### src/rtl/core/mot_trip_pkg.sv
// Shared types, widths and constants for the motor overcurrent trip core.
// Used by every module in rtl/core; depends on nothing else.
`timescale 1ns / 1ps

package mot_trip_pkg;

    localparam int SAMPLES_PER_CHECK = 40;
    localparam int MS_PER_DOSE       = 10000;
    localparam int MAX_DOSE          = 9;

    localparam int CODE_W      = 10;
    localparam int SUM_W       = 16;
    localparam int COUNT_W     = 6;
    localparam int RUN_W       = 17;
    localparam int DELAY_W     = 16;
    localparam int DOSE_W      = 4;
    localparam int CFG_DATA_W  = 16;
    localparam int CFG_INDEX_W = 2;

    // The block average uses an exact reciprocal multiply instead of a divider.
    localparam int     DIV_SHIFT  = SUM_W + $clog2(SAMPLES_PER_CHECK);
    localparam longint DIV_MULT   = ((longint'(1) << DIV_SHIFT) + SAMPLES_PER_CHECK - 1)
                                    / SAMPLES_PER_CHECK;
    localparam int     DIV_MULT_W = SUM_W + 1;
    localparam int     PROD_W     = SUM_W + DIV_MULT_W;

    localparam logic [COUNT_W-1:0] LAST_COUNT = COUNT_W'(SAMPLES_PER_CHECK - 1);
    localparam logic [DELAY_W-1:0] DELAY_MAX  = {DELAY_W{1'b1}};

    localparam logic [CODE_W-1:0]  ZERO_CODE_RST  = CODE_W'(512);
    localparam logic [CODE_W-1:0]  LIMIT_CODE_RST = CODE_W'(81);
    localparam logic [DELAY_W-1:0] TRIP_DELAY_RST = DELAY_W'(300);
    localparam logic [DOSE_W-1:0]  DOSE_UNITS_RST = DOSE_W'(4);

    typedef enum logic [1:0] {
        CMD_SAMPLE = 2'd0,
        CMD_TICK   = 2'd1,
        CMD_START  = 2'd2,
        CMD_STOP   = 2'd3
    } cmd_t;

    typedef enum logic [CFG_INDEX_W-1:0] {
        REG_ZERO_CODE  = 2'd0,
        REG_LIMIT_CODE = 2'd1,
        REG_TRIP_DELAY = 2'd2,
        REG_DOSE_UNITS = 2'd3
    } cfg_index_t;

    typedef struct packed {
        logic              complete;
        logic              over;
        logic [CODE_W-1:0] average;
    } block_result_t;

    function automatic logic [RUN_W-1:0] run_target(input logic [DOSE_W-1:0] dose);
        logic [DOSE_W-1:0] d;
        d = (dose > DOSE_W'(MAX_DOSE)) ? DOSE_W'(MAX_DOSE) : dose;
        return RUN_W'(int'(d) * MS_PER_DOSE);
    endfunction

endpackage

### src/rtl/core/mot_trip_measure.sv
// Current sample accumulator: sums samples in blocks, forms the block average
// and the overcurrent decision. Depends on mot_trip_pkg.
`timescale 1ns / 1ps

module mot_trip_measure (
    input  logic                                clk,
    input  logic                                rst_n,
    input  logic                                sample_en,
    input  logic                                clear,
    input  logic [mot_trip_pkg::CODE_W-1:0]     sample_code,
    input  logic [mot_trip_pkg::CODE_W-1:0]     zero_code,
    input  logic [mot_trip_pkg::CODE_W-1:0]     limit_code,
    output mot_trip_pkg::block_result_t         blk
);

    logic [mot_trip_pkg::SUM_W-1:0]   sum_reg;
    logic [mot_trip_pkg::SUM_W-1:0]   sum_next;
    logic [mot_trip_pkg::COUNT_W-1:0] count_reg;
    logic [mot_trip_pkg::COUNT_W-1:0] count_next;
    logic [mot_trip_pkg::SUM_W-1:0]   acc_sum;
    logic [mot_trip_pkg::SUM_W-1:0]   base;
    logic [mot_trip_pkg::SUM_W-1:0]   lim;
    logic [mot_trip_pkg::SUM_W-1:0]   diff;
    logic [mot_trip_pkg::PROD_W-1:0]  prod;
    logic [mot_trip_pkg::PROD_W-1:0]  quot;
    logic                             last;

    always_comb
    begin
        acc_sum = sum_reg + mot_trip_pkg::SUM_W'(sample_code);
        last    = (count_reg == mot_trip_pkg::LAST_COUNT);
        base    = mot_trip_pkg::SUM_W'(mot_trip_pkg::SUM_W'(zero_code)
                  * mot_trip_pkg::SUM_W'(mot_trip_pkg::SAMPLES_PER_CHECK));
        lim     = mot_trip_pkg::SUM_W'(mot_trip_pkg::SUM_W'(limit_code)
                  * mot_trip_pkg::SUM_W'(mot_trip_pkg::SAMPLES_PER_CHECK));
        diff    = (acc_sum >= base) ? (acc_sum - base) : (base - acc_sum);
        prod    = mot_trip_pkg::PROD_W'(acc_sum)
                  * mot_trip_pkg::PROD_W'(mot_trip_pkg::DIV_MULT);
        quot    = prod >> mot_trip_pkg::DIV_SHIFT;

        blk.complete = sample_en && last;
        blk.over     = (diff >= lim);
        blk.average  = quot[mot_trip_pkg::CODE_W-1:0];
    end

    always_comb
    begin
        sum_next   = sum_reg;
        count_next = count_reg;
        if (clear)
        begin
            sum_next   = '0;
            count_next = '0;
        end
        else if (sample_en)
        begin
            if (last)
            begin
                sum_next   = '0;
                count_next = '0;
            end
            else
            begin
                sum_next   = acc_sum;
                count_next = count_reg + mot_trip_pkg::COUNT_W'(1);
            end
        end
    end

    always_ff @(posedge clk or negedge rst_n)
    begin
        if (!rst_n)
        begin
            sum_reg   <= '0;
            count_reg <= '0;
        end
        else
        begin
            sum_reg   <= sum_next;
            count_reg <= count_next;
        end
    end

endmodule

### src/rtl/core/mot_trip_ctrl.sv
// Run controller: motor state, run timer, overcurrent persistence timer and
// the latched fault. Depends on mot_trip_pkg.
`timescale 1ns / 1ps

module mot_trip_ctrl (
    input  logic                                clk,
    input  logic                                rst_n,
    input  logic                                in_fire,
    input  mot_trip_pkg::cmd_t                  cmd,
    input  mot_trip_pkg::block_result_t         blk,
    input  logic [mot_trip_pkg::DELAY_W-1:0]    trip_delay_ms,
    input  logic [mot_trip_pkg::DOSE_W-1:0]     dose_units,
    output logic                                sample_en,
    output logic                                start_ok,
    output logic                                running,
    output logic                                fault_latched,
    output logic                                motor_on_next,
    output logic                                fault_next,
    output logic                                done
);

    logic                               running_reg;
    logic                               running_next;
    logic                               fault_reg;
    logic                               fault_reg_next;
    logic [mot_trip_pkg::RUN_W-1:0]     run_elapsed_reg;
    logic [mot_trip_pkg::RUN_W-1:0]     run_elapsed_next;
    logic                               over_pending_reg;
    logic                               over_pending_next;
    logic [mot_trip_pkg::DELAY_W-1:0]   over_elapsed_reg;
    logic [mot_trip_pkg::DELAY_W-1:0]   over_elapsed_next;
    logic [mot_trip_pkg::RUN_W-1:0]     target;
    logic [mot_trip_pkg::RUN_W-1:0]     run_inc;

    assign sample_en = in_fire && (cmd == mot_trip_pkg::CMD_SAMPLE) && running_reg;

    always_comb
    begin
        target            = mot_trip_pkg::run_target(dose_units);
        run_inc           = run_elapsed_reg + mot_trip_pkg::RUN_W'(1);
        running_next      = running_reg;
        fault_reg_next    = fault_reg;
        run_elapsed_next  = run_elapsed_reg;
        over_pending_next = over_pending_reg;
        over_elapsed_next = over_elapsed_reg;
        done              = 1'b0;
        start_ok          = 1'b0;

        if (in_fire)
        begin
            case (cmd)
                mot_trip_pkg::CMD_SAMPLE:
                begin
                    if (blk.complete)
                    begin
                        if (blk.over)
                        begin
                            over_pending_next = 1'b1;
                            if (!over_pending_reg)
                            begin
                                over_elapsed_next = '0;
                            end
                            if ((over_pending_reg ? over_elapsed_reg : '0) >= trip_delay_ms)
                            begin
                                running_next   = 1'b0;
                                fault_reg_next = 1'b1;
                            end
                        end
                        else
                        begin
                            over_pending_next = 1'b0;
                            over_elapsed_next = '0;
                        end
                    end
                end
                mot_trip_pkg::CMD_TICK:
                begin
                    if (running_reg)
                    begin
                        if (over_pending_reg && (over_elapsed_reg != mot_trip_pkg::DELAY_MAX))
                        begin
                            over_elapsed_next = over_elapsed_reg
                                                + mot_trip_pkg::DELAY_W'(1);
                        end
                        run_elapsed_next = run_inc;
                        if (run_inc >= target)
                        begin
                            running_next = 1'b0;
                            done         = 1'b1;
                        end
                    end
                end
                mot_trip_pkg::CMD_START:
                begin
                    if (!fault_reg)
                    begin
                        start_ok          = 1'b1;
                        over_pending_next = 1'b0;
                        over_elapsed_next = '0;
                        run_elapsed_next  = '0;
                        if (target == '0)
                        begin
                            running_next = 1'b0;
                            done         = 1'b1;
                        end
                        else
                        begin
                            running_next = 1'b1;
                        end
                    end
                end
                mot_trip_pkg::CMD_STOP:
                begin
                    running_next = 1'b0;
                end
                default:
                begin
                    running_next = running_reg;
                end
            endcase
        end

        running       = running_reg;
        fault_latched = fault_reg;
        motor_on_next = running_next;
        fault_next    = fault_reg_next;
    end

    always_ff @(posedge clk or negedge rst_n)
    begin
        if (!rst_n)
        begin
            running_reg      <= 1'b0;
            fault_reg        <= 1'b0;
            run_elapsed_reg  <= '0;
            over_pending_reg <= 1'b0;
            over_elapsed_reg <= '0;
        end
        else
        begin
            running_reg      <= running_next;
            fault_reg        <= fault_reg_next;
            run_elapsed_reg  <= run_elapsed_next;
            over_pending_reg <= over_pending_next;
            over_elapsed_reg <= over_elapsed_next;
        end
    end

endmodule

### src/rtl/core/motor_overcurrent_trip_core.sv
// Motor run controller with latched overcurrent trip: top level.
// Instantiates mot_trip_measure and mot_trip_ctrl; depends on mot_trip_pkg.
//
// Usage:
// The input channel (in_valid, in_ready, cmd, sample_code) carries current
// samples, millisecond ticks, start and stop commands. Every accepted input
// transfer yields exactly one result transfer on the output channel
// (out_valid, out_ready, motor_on, fault, feed_done, average_valid,
// average_code), in order.
// The result is written to the output register at the edge that takes the
// input transfer. Throughput is one item per cycle while the receiver does
// not stall; all state updates for an item are registered with its result.
// When the receiver stalls, the result register holds and in_ready falls, so
// at most one result waits; a result leaving frees the register in the same
// cycle that a new item is taken.
// Configuration writes (cfg_wr_en, cfg_index, cfg_data) take effect at the
// next edge; the user must make them only while no transfer is in flight,
// which the block does not check. Reset clears the motor, the fault, all
// timers and the sample accumulator, and loads the default register values.
`timescale 1ns / 1ps

module motor_overcurrent_trip_core (
    input  logic                                    clk,
    input  logic                                    rst_n,
    input  logic                                    cfg_wr_en,
    input  logic [mot_trip_pkg::CFG_INDEX_W-1:0]    cfg_index,
    input  logic [mot_trip_pkg::CFG_DATA_W-1:0]     cfg_data,
    input  logic                                    in_valid,
    output logic                                    in_ready,
    input  logic [1:0]                              cmd,
    input  logic [mot_trip_pkg::CODE_W-1:0]         sample_code,
    output logic                                    out_valid,
    input  logic                                    out_ready,
    output logic                                    motor_on,
    output logic                                    fault,
    output logic                                    feed_done,
    output logic                                    average_valid,
    output logic [mot_trip_pkg::CODE_W-1:0]         average_code
);

    logic [mot_trip_pkg::CODE_W-1:0]   zero_code_reg;
    logic [mot_trip_pkg::CODE_W-1:0]   limit_code_reg;
    logic [mot_trip_pkg::DELAY_W-1:0]  trip_delay_reg;
    logic [mot_trip_pkg::DOSE_W-1:0]   dose_units_reg;

    logic                              out_valid_reg;
    logic                              out_valid_next;
    logic                              motor_on_reg;
    logic                              fault_out_reg;
    logic                              feed_done_reg;
    logic                              average_valid_reg;
    logic [mot_trip_pkg::CODE_W-1:0]   average_code_reg;

    logic                              in_fire;
    mot_trip_pkg::cmd_t                cmd_in;
    mot_trip_pkg::block_result_t       blk;
    logic                              sample_en;
    logic                              start_ok;
    logic                              running;
    logic                              fault_latched;
    logic                              motor_on_next;
    logic                              fault_next;
    logic                              done;

    assign cmd_in   = mot_trip_pkg::cmd_t'(cmd);
    assign in_ready = !out_valid_reg || out_ready;
    assign in_fire  = in_valid && in_ready;

    always_ff @(posedge clk or negedge rst_n)
    begin
        if (!rst_n)
        begin
            zero_code_reg  <= mot_trip_pkg::ZERO_CODE_RST;
            limit_code_reg <= mot_trip_pkg::LIMIT_CODE_RST;
            trip_delay_reg <= mot_trip_pkg::TRIP_DELAY_RST;
            dose_units_reg <= mot_trip_pkg::DOSE_UNITS_RST;
        end
        else if (cfg_wr_en)
        begin
            case (mot_trip_pkg::cfg_index_t'(cfg_index))
                mot_trip_pkg::REG_ZERO_CODE:
                    zero_code_reg  <= cfg_data[mot_trip_pkg::CODE_W-1:0];
                mot_trip_pkg::REG_LIMIT_CODE:
                    limit_code_reg <= cfg_data[mot_trip_pkg::CODE_W-1:0];
                mot_trip_pkg::REG_TRIP_DELAY:
                    trip_delay_reg <= cfg_data[mot_trip_pkg::DELAY_W-1:0];
                mot_trip_pkg::REG_DOSE_UNITS:
                    dose_units_reg <= cfg_data[mot_trip_pkg::DOSE_W-1:0];
                default:
                    dose_units_reg <= dose_units_reg;
            endcase
        end
    end

    mot_trip_measure u_measure (
        .clk         (clk),
        .rst_n       (rst_n),
        .sample_en   (sample_en),
        .clear       (start_ok),
        .sample_code (sample_code),
        .zero_code   (zero_code_reg),
        .limit_code  (limit_code_reg),
        .blk         (blk)
    );

    mot_trip_ctrl u_ctrl (
        .clk           (clk),
        .rst_n         (rst_n),
        .in_fire       (in_fire),
        .cmd           (cmd_in),
        .blk           (blk),
        .trip_delay_ms (trip_delay_reg),
        .dose_units    (dose_units_reg),
        .sample_en     (sample_en),
        .start_ok      (start_ok),
        .running       (running),
        .fault_latched (fault_latched),
        .motor_on_next (motor_on_next),
        .fault_next    (fault_next),
        .done          (done)
    );

    always_comb
    begin
        out_valid_next = out_valid_reg;
        if (in_fire)
        begin
            out_valid_next = 1'b1;
        end
        else if (out_ready)
        begin
            out_valid_next = 1'b0;
        end
    end

    always_ff @(posedge clk or negedge rst_n)
    begin
        if (!rst_n)
        begin
            out_valid_reg <= 1'b0;
        end
        else
        begin
            out_valid_reg <= out_valid_next;
        end
    end

    always_ff @(posedge clk or negedge rst_n)
    begin
        if (!rst_n)
        begin
            motor_on_reg      <= 1'b0;
            fault_out_reg     <= 1'b0;
            feed_done_reg     <= 1'b0;
            average_valid_reg <= 1'b0;
            average_code_reg  <= '0;
        end
        else if (in_fire)
        begin
            motor_on_reg      <= motor_on_next;
            fault_out_reg     <= fault_next;
            feed_done_reg     <= done;
            average_valid_reg <= blk.complete;
            average_code_reg  <= blk.complete ? blk.average : '0;
        end
    end

    assign out_valid     = out_valid_reg;
    assign motor_on      = motor_on_reg;
    assign fault         = fault_out_reg;
    assign feed_done     = feed_done_reg;
    assign average_valid = average_valid_reg;
    assign average_code  = average_code_reg;

`ifndef ASSERT_OFF
    a_fault_sticks: assert property (@(posedge clk) disable iff (!rst_n)
        fault_latched |=> fault_latched)
        else $error("Latched fault cleared without reset.");

    a_fault_stops_motor: assert property (@(posedge clk) disable iff (!rst_n)
        fault_latched |-> !running)
        else $error("Motor running while a fault is latched.");

    a_average_zero: assert property (@(posedge clk) disable iff (!rst_n)
        (out_valid && !average_valid) |-> (average_code == '0))
        else $error("Average code nonzero without a completed block.");

    a_ready_when_empty: assert property (@(posedge clk) disable iff (!rst_n)
        !out_valid_reg |-> in_ready)
        else $error("Input stalled while the result register is empty.");
`endif

endmodule
### config.mk
export PLATFORM = sky130hd
export DESIGN_NAME = motor_overcurrent_trip_core
export DESIGN_NICKNAME = d
export VERILOG_FILES = /design/src/rtl/core/mot_trip_pkg.sv /design/src/rtl/core/mot_trip_measure.sv /design/src/rtl/core/mot_trip_ctrl.sv /design/src/rtl/core/motor_overcurrent_trip_core.sv
export SDC_FILE = /design/constraint.sdc
export NUM_CORES = 1
export LEC_CHECK = 0
export ABC_AREA = 1
export BUFFER_PORTS_ARGS = -buffer_cell sky130_fd_sc_hd__buf_4
export CAP_MARGIN = 40
export CORE_ASPECT_RATIO = 1.4
export CORE_MARGIN = 3
export CORE_UTILIZATION = 65
export CTS_CLUSTER_DIAMETER = 120
export CTS_CLUSTER_SIZE = 20
export DETAILED_ROUTE_END_ITERATION = 16
export GPL_TIMING_DRIVEN = 0
export PLACE_DENSITY_LB_ADDON = 0.12
export SLEW_MARGIN = 40
export SYNTH_ARGS = -nofsm -noshare
export SYNTH_HDL_FRONTEND = slang
export SYNTH_SLANG_ARGS = --single-unit
### constraint.sdc
create_clock -name clk -period 16.8 [get_ports clk]
set_input_delay 0.84 -clock clk [delete_from_list [all_inputs] [get_ports clk]]
set_output_delay 0.84 -clock clk [all_outputs]
set_load 0.03 [all_outputs]
==> metrics, run 1 <==
outcome finished clean; worst path bufs/invs 7; Die Span Y 182 µm; most frequent cell after synthesis inv_1; Req. time, crit path 17080 ps; worst vdd ir 0.229 mV; largest family of logic cells by synthesized area adder cells; async set-reset flop share out of synthesis 100%; Compound-Gate Fraction of Synth Area 12.5%; Syn. warnings 0; Num CTS Buffers 17; MaxCap Viol Count 0; dpl cells 2247; Final Slew Violations 0; final core occ 73.6%; RSZ-0062 raised after global routing no; Fin. Hold Viols 0; drt wl/cell 15.7 µm; Syn Nets 2262; Worst Max-Slew Pin Slew 867 ps; Crit path depth 32; pre-CTS WS 8470 ps; Vias 12700; Setup TNS 0 ps; first-pass GRT wire length 60300 µm; CP max stage delay 640 ps; crit path capture type flip-flop; largest net degree at the start of global routing 58; top cells by area, synth ha_1 21%, dfrtp_1 18%, inv_1 11%; fin crit period 8000 ps; pwr/cell area 148 nW/µm²; Clk Latency, worst-skew pair 430 ps; xor and xnor area share after synthesis 4.20%; post-synth top area share 21.4%; Detailed Routing Iterations Pass 1 5; post-synth cell types 56; clk_skew 18.0 ps; port buffer count 50; vias in the first global route 13200; n_diodes 0; CP top delay family adder cells; min-delay worst type input pin to asynchronous set/reset pin; Avg Cell Area, Syn 7.56 µm²; Post-Place Cell Area 15200 µm²; grt total ovfl 0; Non-Filler Instances 2278; Worst EP arrival 8280 ps; crit path launch type input pin; H-tree lvl count 4; Resized cells post-CTS 0; DRT iter0 DRCs 797; Antenna Violating Nets Remaining 0; Final #Nets 2332; Fillers 1731; initial core utilization 67.1%; Multi-input gate area 9870 µm²; relative slew slack 42.0%; Final Cell Area 15800 µm²; crit-path max FO 7; DIE WIDTH 132 µm; simple-gate share of the synthesized area 19.5%; CORE AREA 21400 µm²; Final WS setup 8800 ps; CP max stage cell xor2_1; mux contribution to synthesized area 0.139%; TritonCTS clock tree built; total routed wirelength 35900 µm; ys flop type dfrtp_1; drc violations 0; hold-fix buffers at CTS 0; sequential-to-total area share from yosys stat 19.7%; setup violators final 0; clk slew on worst S/H paths 60 ps; f_max 125 MHz; FF+latch area 2840 µm²; gpl congestion 0.902; Commonest cells post-synth 416 x inv_1, 364 x nand2_1, 246 x ha_1; max reg flops 17; area leader, netlist ha_1; Max Root-Sink Buffers 2; Rows 63; post-DR vias/cell 5.56; path depth of the worst reg2reg path 31; leakage 0.00892 µW; EDFF count, synth 0; Cell Area, Synth 14400 µm²; Yosys reg bits 113; Clk Tree Root Cell clkbuf_16; Syn Inst Count 1904; share of layout cells above drive strength 1 8.21%; adder-cell share of the synthesized area 32.1%; Tcrit/Tclk final 47.6%; Top-Level Pins 51; die area 24000 µm²; area growth from synthesis to layout 9.55%; Overall Global Routing Usage 30.6%; critical setup path kind input pin to flip-flop; Sink Count 113; initial antenna violation count 0; postcts setup bufs 0; detailed placer's ending HPWL 29500 µm
-- kinds of logic (layout without fill, tap and decap cells) --
family          count (synthesis)  in the layout
flops                         113            113
fa+ha+maj                     323            323
compound gates                312            312
xor+xnor                       69             69
simple gates                  639            639
mux                             2              2
buf+inv                       446            528
-- layout by cell type (no fill, tap or decap), types with 18 or more instances in the layout --
cell      instances
xor2_1           53
a21oi_1          99
nor2_1          103
fa_1             77
dfrtp_1         104
nor3_1           18
clkbuf_1         19
buf_4            51
inv_1           416
nand4_1          23
nand2_1         364
ha_1            246
nand3_1          76
o21ai_0         121
-- worst register-to-register path, delay by kind of cell, from the launching register on --
kind / cells / cell delay, ps
AOI/OAI and AO/OA: 6 / 1010
xor gates and xnor gates: 2 / 820
adders and majority gates: 8 / 3360
buffers and inverters: 6 / 620
DFF: 1 / 380
and+or+nand+nor: 9 / 1530
-- area by class of cell --
| type | instances | area share [%] |
|---|---|---|
| plain buffers | 23 | 0.690 |
| clock buffers | 19 | 2.74 |
| clock inverters | 12 | 1.01 |
| inverters | 423 | 10.1 |
| multi-input cells | 1345 | 62.6 |
| flip-flops and latches | 113 | 18.0 |
| well taps | 292 | 2.32 |
| repair buffers | 51 | 2.60 |
-- final timing paths --
kind                                             end                  from  slack (ps)
worst max register to register       average_code[6]  u_measure.sum_reg[0]        8950
min in group clk                     average_code[7]       average_code[7]         490
worst min register to register       average_code[7]       average_code[7]         490
worst min-delay path            u_measure.sum_reg[3]                 rst_n         340
max in group asynchronous          trip_delay_reg[8]                 rst_n       15780
worst max-delay path                 average_code[6]        sample_code[0]        8800
-- power breakdown --
part	total (µW)	internal [µW]	switching [µW]
Combinational	1590	613	982
Sequential	363	321	42.1
Clock	373	233	140
Total	2330	1170	1160
-- through the flow --
step                hold slack, ps  power (µW)
floorplan                      453        1560
global placement               467        1880
detailed placement             467        1930
CTS                            348        2330
global route                   360        2570
finish                         335        2330
-- routing by layer --
metal | GRT usage (%) | part of all wire [%] | routed length, µm | vias to the layer above
li1 | - | - | - | 6272
met3 | 4.38 | 3.5 | 1250 | 82
met2 | 58.2 | 53 | 19000 | 308
met1 | 34.5 | 40 | 14400 | 5999
met4 | 11.4 | 3.4 | 1220 | 0
met5 | 0 | 0 | 0 | -
(Power assumes the default switching activity.)
==> run 2, diff against run 1 <==
--- a/config.mk
+++ b/config.mk
@@ -10,7 +10,7 @@
 export CAP_MARGIN = 40
 export CORE_ASPECT_RATIO = 1.4
 export CORE_MARGIN = 3
-export CORE_UTILIZATION = 65
+export CORE_UTILIZATION = 59
 export CTS_CLUSTER_DIAMETER = 120
 export CTS_CLUSTER_SIZE = 20
 export DETAILED_ROUTE_END_ITERATION = 16
==> constraint.sdc (replaced) <==
create_clock -name clk -period 7 [get_ports clk]
set_input_delay 0.35 -clock clk [delete_from_list [all_inputs] [get_ports clk]]
set_output_delay 0.35 -clock clk [all_outputs]
set_load 0.03 [all_outputs]
==> run 2 against run 1 <==
Routed wire length rose by 0.67%. Via count fell by 0.16%. Sequential cell count did not move. First-iteration DRC count fell by 23%. Utilization fell by 6.1 points. Non-clock buffer count rose by 17. Worst hold slack got worse by 170 ps. Register-to-register slack got worse by 8800 ps. Clock power rose to 2.5 times the previous value. Clock-buffer cell count fell by 1. Critical path type is now flip-flop to flip-flop. Largest cell class unchanged. Largest power group unchanged. Highest routed layer unchanged.
==> metrics, run 2 (synthesis gave the netlist of run 1 again) <==
outcome finished clean; Sink Count 113; critical setup path kind flip-flop to flip-flop; Max Root-Sink Buffers 2; f_max 147 MHz; die area 26300 µm²; Rows 67; port buffer count 50; largest net degree at the start of global routing 61; Clk Latency, worst-skew pair 440 ps; drc violations 0; grt total ovfl 0; first-pass GRT wire length 59900 µm; CP max stage delay 550 ps; Reg2Reg Setup Slack 190 ps; MaxCap Viol Count 0; fin crit period 6810 ps; Setup TNS 0 ps; Worst Max-Slew Pin Slew 762 ps; dpl cells 2265; vias in the first global route 12800; Antenna Violating Nets Remaining 0; path depth of the worst reg2reg path 30; area growth from synthesis to layout 12.4%; Final #Nets 2349; Detailed Routing Iterations Pass 1 5; gpl congestion 0.937; clk slew on worst S/H paths 70 ps; Die Span Y 191 µm; most common cell after layout, fill and taps aside inv_1; CORE AREA 24000 µm²; n_diodes 0; Final Slew Violations 0; Non-Filler Instances 2314; crit path launch type flip-flop; crit path capture type flip-flop; H-tree lvl count 4; share of layout cells above drive strength 1 10.7%; detailed placer's ending HPWL 29700 µm; initial core utilization 60.0%; max reg flops 17; Clk Tree Root Cell clkbuf_16; Req. time, crit path 7290 ps; Num CTS Buffers 17; Worst EP arrival 7100 ps; Overall Global Routing Usage 27.8%; total routed wirelength 36100 µm; hold slack 161 ps; DRT iter0 DRCs 614; RSZ-0062 raised after global routing yes; leakage 0.00905 µW; TritonCTS clock tree built; relative slew slack 47.9%; initial antenna violation count 0; min-delay worst type input pin to flip-flop; final core occ 67.5%; drt wl/cell 15.6 µm; clk_skew 27.3 ps; crit-path max FO 7; Crit. Startpoint u_measure.sum_reg[0]; reg2reg end average_code[6]; worst vdd ir 0.531 mV; commonest non-fill, non-tap cells in the layout 413 x inv_1, 356 x nand2_1, 242 x ha_1; post-DR vias/cell 5.46; Tcrit/Tclk final 97.3%; DIE WIDTH 138 µm; setup violators final 0; crit path to average_code[6]; pwr/cell area 358 nW/µm²; Vias 12600; reg2reg start u_measure.sum_reg[0]; CP max stage cell fa_1; Top-Level Pins 51; Fin. Hold Viols 0
[run 2: changes by cell type in the layout (fill, tap and decap cells not counted), moves of 4 or more]
| cell | before | now |
|---|---|---|
| a21oi_1 | 99 | 95 |
| buf_4 | 51 | 67 |
| ha_1 | 246 | 242 |
| nand2_1 | 364 | 356 |
| nand2_2 | 15 | 21 |
| o21ai_0 | 121 | 116 |
| o21ai_1 | 2 | 6 |
[run 2: worst max-delay path, delay by kind of cell (launching register included)]
kind | cells | cell delay [ps]
compound gates | 6 | 860
buf+inv | 5 | 300
xor+xnor | 2 | 460
simple gates | 9 | 1100
flops | 1 | 380
fa+ha+maj | 8 | 3560
[run 2: area by class of cell]
cell class / count / area (µm²)
Fill cell: 2075 / 7790
Inverter: 423 / 1590
Clock inverter: 14 / 201
Tap cell: 310 / 388
Buffer: 23 / 109
Multi-Input combinational cell: 1345 / 10100
Sequential cell: 113 / 2840
Timing Repair Buffer: 68 / 541
Clock buffer: 18 / 439
[run 2: how the worst min path moves through the flow]
stage                               to       startpoint  slack [ps]  cells after the start
detailed placement   limit_code_reg[5]            rst_n         310                      1
finish              trip_delay_reg[14]     cfg_data[14]         160                      3
floorplan              average_code[0]            rst_n          50                      0
CTS                 trip_delay_reg[14]     cfg_data[14]         150                      3
global route        trip_delay_reg[10]     cfg_data[10]         180                      3
global placement       average_code[5]  average_code[5]         470                      2
[run 2: report_power, final]
part / total [µW] / switching [µW] / internal [µW]
Combinational: 3980 / 2440 / 1550
Sequential: 867 / 98.2 / 769
Clock: 949 / 340 / 609
[run 2: through the flow]
step           area, µm²  total power [µW]  setup slack (ps)
2_1_floorplan      14400              3740               565
3_3_place_gp       15200              4520              -923
3_5_place_dp       15200              4640              -883
4_1_cts            16000              5710              58.7
5_1_grt            16200              6440              -146
6_report           16200              5800               188
[run 2: layer usage]
metal  wire length (µm)  track usage (%)  vias to the layer above
li1                   -                -                     6312
met1              14300             32.0                     5959
met2              18800             51.3                      279
met3               1410             3.71                       91
met4               1550             12.7                        0
met5                  0                0                        -
[run 2: what timing repair did]
| item | CTS | global route |
|---|---|---|
| gates cloned | 0 | 0 |
| pin swaps | 6 | 13 |
| setup buffers | 4 | 12 |
| resized for setup | 22 | 24 |
| setup endpoints to repair | 10 | 8 |
| hold buffers | 1 | 0 |
| hold endpoints to repair | 47 | 0 |
==> run 3, diff against run 2 <==
--- a/config.mk
+++ b/config.mk
@@ -9,7 +9,7 @@
 export BUFFER_PORTS_ARGS = -buffer_cell sky130_fd_sc_hd__buf_4
 export CAP_MARGIN = 40
 export CORE_ASPECT_RATIO = 1.4
-export CORE_MARGIN = 3
+export CORE_MARGIN = 1.5
 export CORE_UTILIZATION = 59
 export CTS_CLUSTER_DIAMETER = 120
 export CTS_CLUSTER_SIZE = 20
==> run 3 against run 2 <==
Maximum frequency grew 0.28%. Register-to-register slack better by 20 ps. Sequential power about the same. Non-clock buffer count grew 7. Setup slack better by 19 ps. Clock power fell by 7.6%. Sequential share of layout area decreased by 0.12 points. Clock skew decreased by 14 ps. Die area shrank 3.7%. Utilization grew 0.47 points. Critical endpoint unchanged. Routed wire length up 0.40%. Final area grew 0.70%.
==> metrics, run 3 (synthesis gave the netlist of run 1 again) <==
outcome finished clean; vias in the first global route 12700; total routed wirelength 36300 µm; Vias 12800; Die Span Y 188 µm; drt wl/cell 15.6 µm; CORE AREA 24000 µm²; Final Cell Area 16300 µm²; Detailed Routing Iterations Pass 1 7; max reg flops 17; share of layout cells above drive strength 1 11.9%; H-tree lvl count 4; sw frac 50.0%; post-DR vias/cell 5.51; first-pass GRT wire length 59100 µm; crit path capture type flip-flop; RSZ-0062 raised after global routing yes; Int Pwr 2970 µW; fin crit period 6790 ps; Max Root-Sink Buffers 2; drc violations 0; detailed placer's ending HPWL 29400 µm; crit path to average_code[6]; Crit path depth 30; Clk network pwr share 14.8%; n_diodes 0; f_max 147 MHz; Reg2Reg Setup Slack 210 ps; Post-Place Cell Area 15200 µm²; CP dominant cell by count fa_1; TritonCTS clock tree built; Req. time, crit path 7290 ps; dpl cells 2265; Num CTS Buffers 17; CP max stage cell fa_1; area growth from synthesis to layout 13.2%; Worst Max-Slew Pin Slew 744 ps; DRT iter0 DRCs 668; Reg power frac 14.6%; crit path launch type flip-flop; Top-Level Pins 51; path depth of the worst reg2reg path 30; CP top delay family adder cells; port buffer count 50; Overall Global Routing Usage 29.4%; leakage 0.00905 µW; pwr/cell area 365 nW/µm²; worst vdd ir 0.604 mV; initial core utilization 60.0%; Final #Nets 2356; clk_skew 13.4 ps; crit-path max FO 4; DIE WIDTH 135 µm; Antenna Violating Nets Remaining 0; Fillers 2053; Final Slew Violations 0; largest net degree at the start of global routing 58; commonest non-fill, non-tap cells in the layout 411 x inv_1, 349 x nand2_1, 233 x ha_1; Tcrit/Tclk final 97.0%; relative slew slack 49.1%; combinational share of power 70.6%; Clk Tree Root Cell clkbuf_16; min-delay worst type input pin to flip-flop; clk slew on worst S/H paths 60 ps; MaxCap Viol Count 0; reg2reg start u_measure.sum_reg[0]; gpl congestion 0.919; Psw 2970 µW; Worst EP arrival 7080 ps; CP max stage delay 560 ps; Fin. Hold Viols 0; die area 25400 µm²; Clk Latency, worst-skew pair 430 ps; worst path bufs/invs 4; Rows 67; Non-Filler Instances 2321; grt total ovfl 0; critical setup path kind flip-flop to flip-flop; reg2reg end average_code[6]; most common cell after layout, fill and taps aside inv_1; Crit. Startpoint u_measure.sum_reg[0]; setup violators final 0; initial antenna violation count 0; Sink Count 113
run 3: layer usage:
layer  vias to the layer above  global-route usage [%]  part of all wire [%]
met1                      6099                    34.0                    41
li1                       6326                       -                     -
met3                        89                    3.41                   3.0
met4                         0                    12.1                   4.1
met2                       279                    54.4                    52
met5                         -                       0                     0
run 3: timing repair:
item | CTS | global route
hold buffers | 1 | 0
setup buffers | 5 | 18
hold endpoints to repair | 51 | 0
resized for setup | 20 | 49
pin swaps | 8 | 29
setup endpoints to repair | 10 | 7
run 3: worst reg2reg max path: cells and delay by family, from the launching register on:
kind	cells	cell delay [ps]
compound gates	6	860
xor+xnor	2	360
fa+ha+maj	9	3760
buf+inv	4	310
flops	1	410
simple gates	9	970
run 3: worst min path at each step:
| stage | slack [ps] | depth (start not counted) | to | start |
|---|---|---|---|---|
| 3_5_place_dp | 320 | 1 | limit_code_reg[1] | rst_n |
| 3_3_place_gp | 470 | 2 | average_valid | average_valid |
| 2_1_floorplan | 50 | 0 | average_code[0] | rst_n |
| 5_1_grt | 180 | 3 | trip_delay_reg[14] | cfg_data[14] |
| 4_1_cts | 160 | 3 | trip_delay_reg[12] | cfg_data[12] |
| 6_report | 160 | 3 | trip_delay_reg[12] | cfg_data[12] |
run 3: power groups by stage:
stage / logic (µW) / registers [µW] / clock network, µW
6_report: 4200 / 870 / 877
5_1_grt: 4770 / 885 / 915
4_1_cts: 3860 / 867 / 884
3_5_place_dp: 3750 / 876 / 0
3_3_place_gp: 3650 / 872 / 0
2_1_floorplan: 2890 / 848 / 0
run 3: layout make-up:
| cell class | count | area (µm²) | area share, % |
|---|---|---|---|
| timing repair buffer | 75 | 593 | 3.64 |
| clock buffer | 20 | 447 | 2.74 |
| inverter | 423 | 1590 | 9.74 |
| tap | 310 | 388 | 2.38 |
| clock inverter | 12 | 135 | 0.829 |
| multi-input combinational | 1345 | 10200 | 62.6 |
| buffer | 23 | 109 | 0.668 |
| sequential | 113 | 2840 | 17.4 |
run 3: metrics by stage:
stage               setup TNS (ps)  worst slack [ps]  hold WS, ps  util, %  power, µW
global route                  -219             -84.5          176     68.0       6570
detailed placement           -5490              -929          321     63.4       4630
CTS                              0              26.2          158     66.4       5620
global placement             -4700              -862          469     63.2       4530
floorplan                        0               565         54.4        -       3740
finish                           0               207          164     68.0       5940
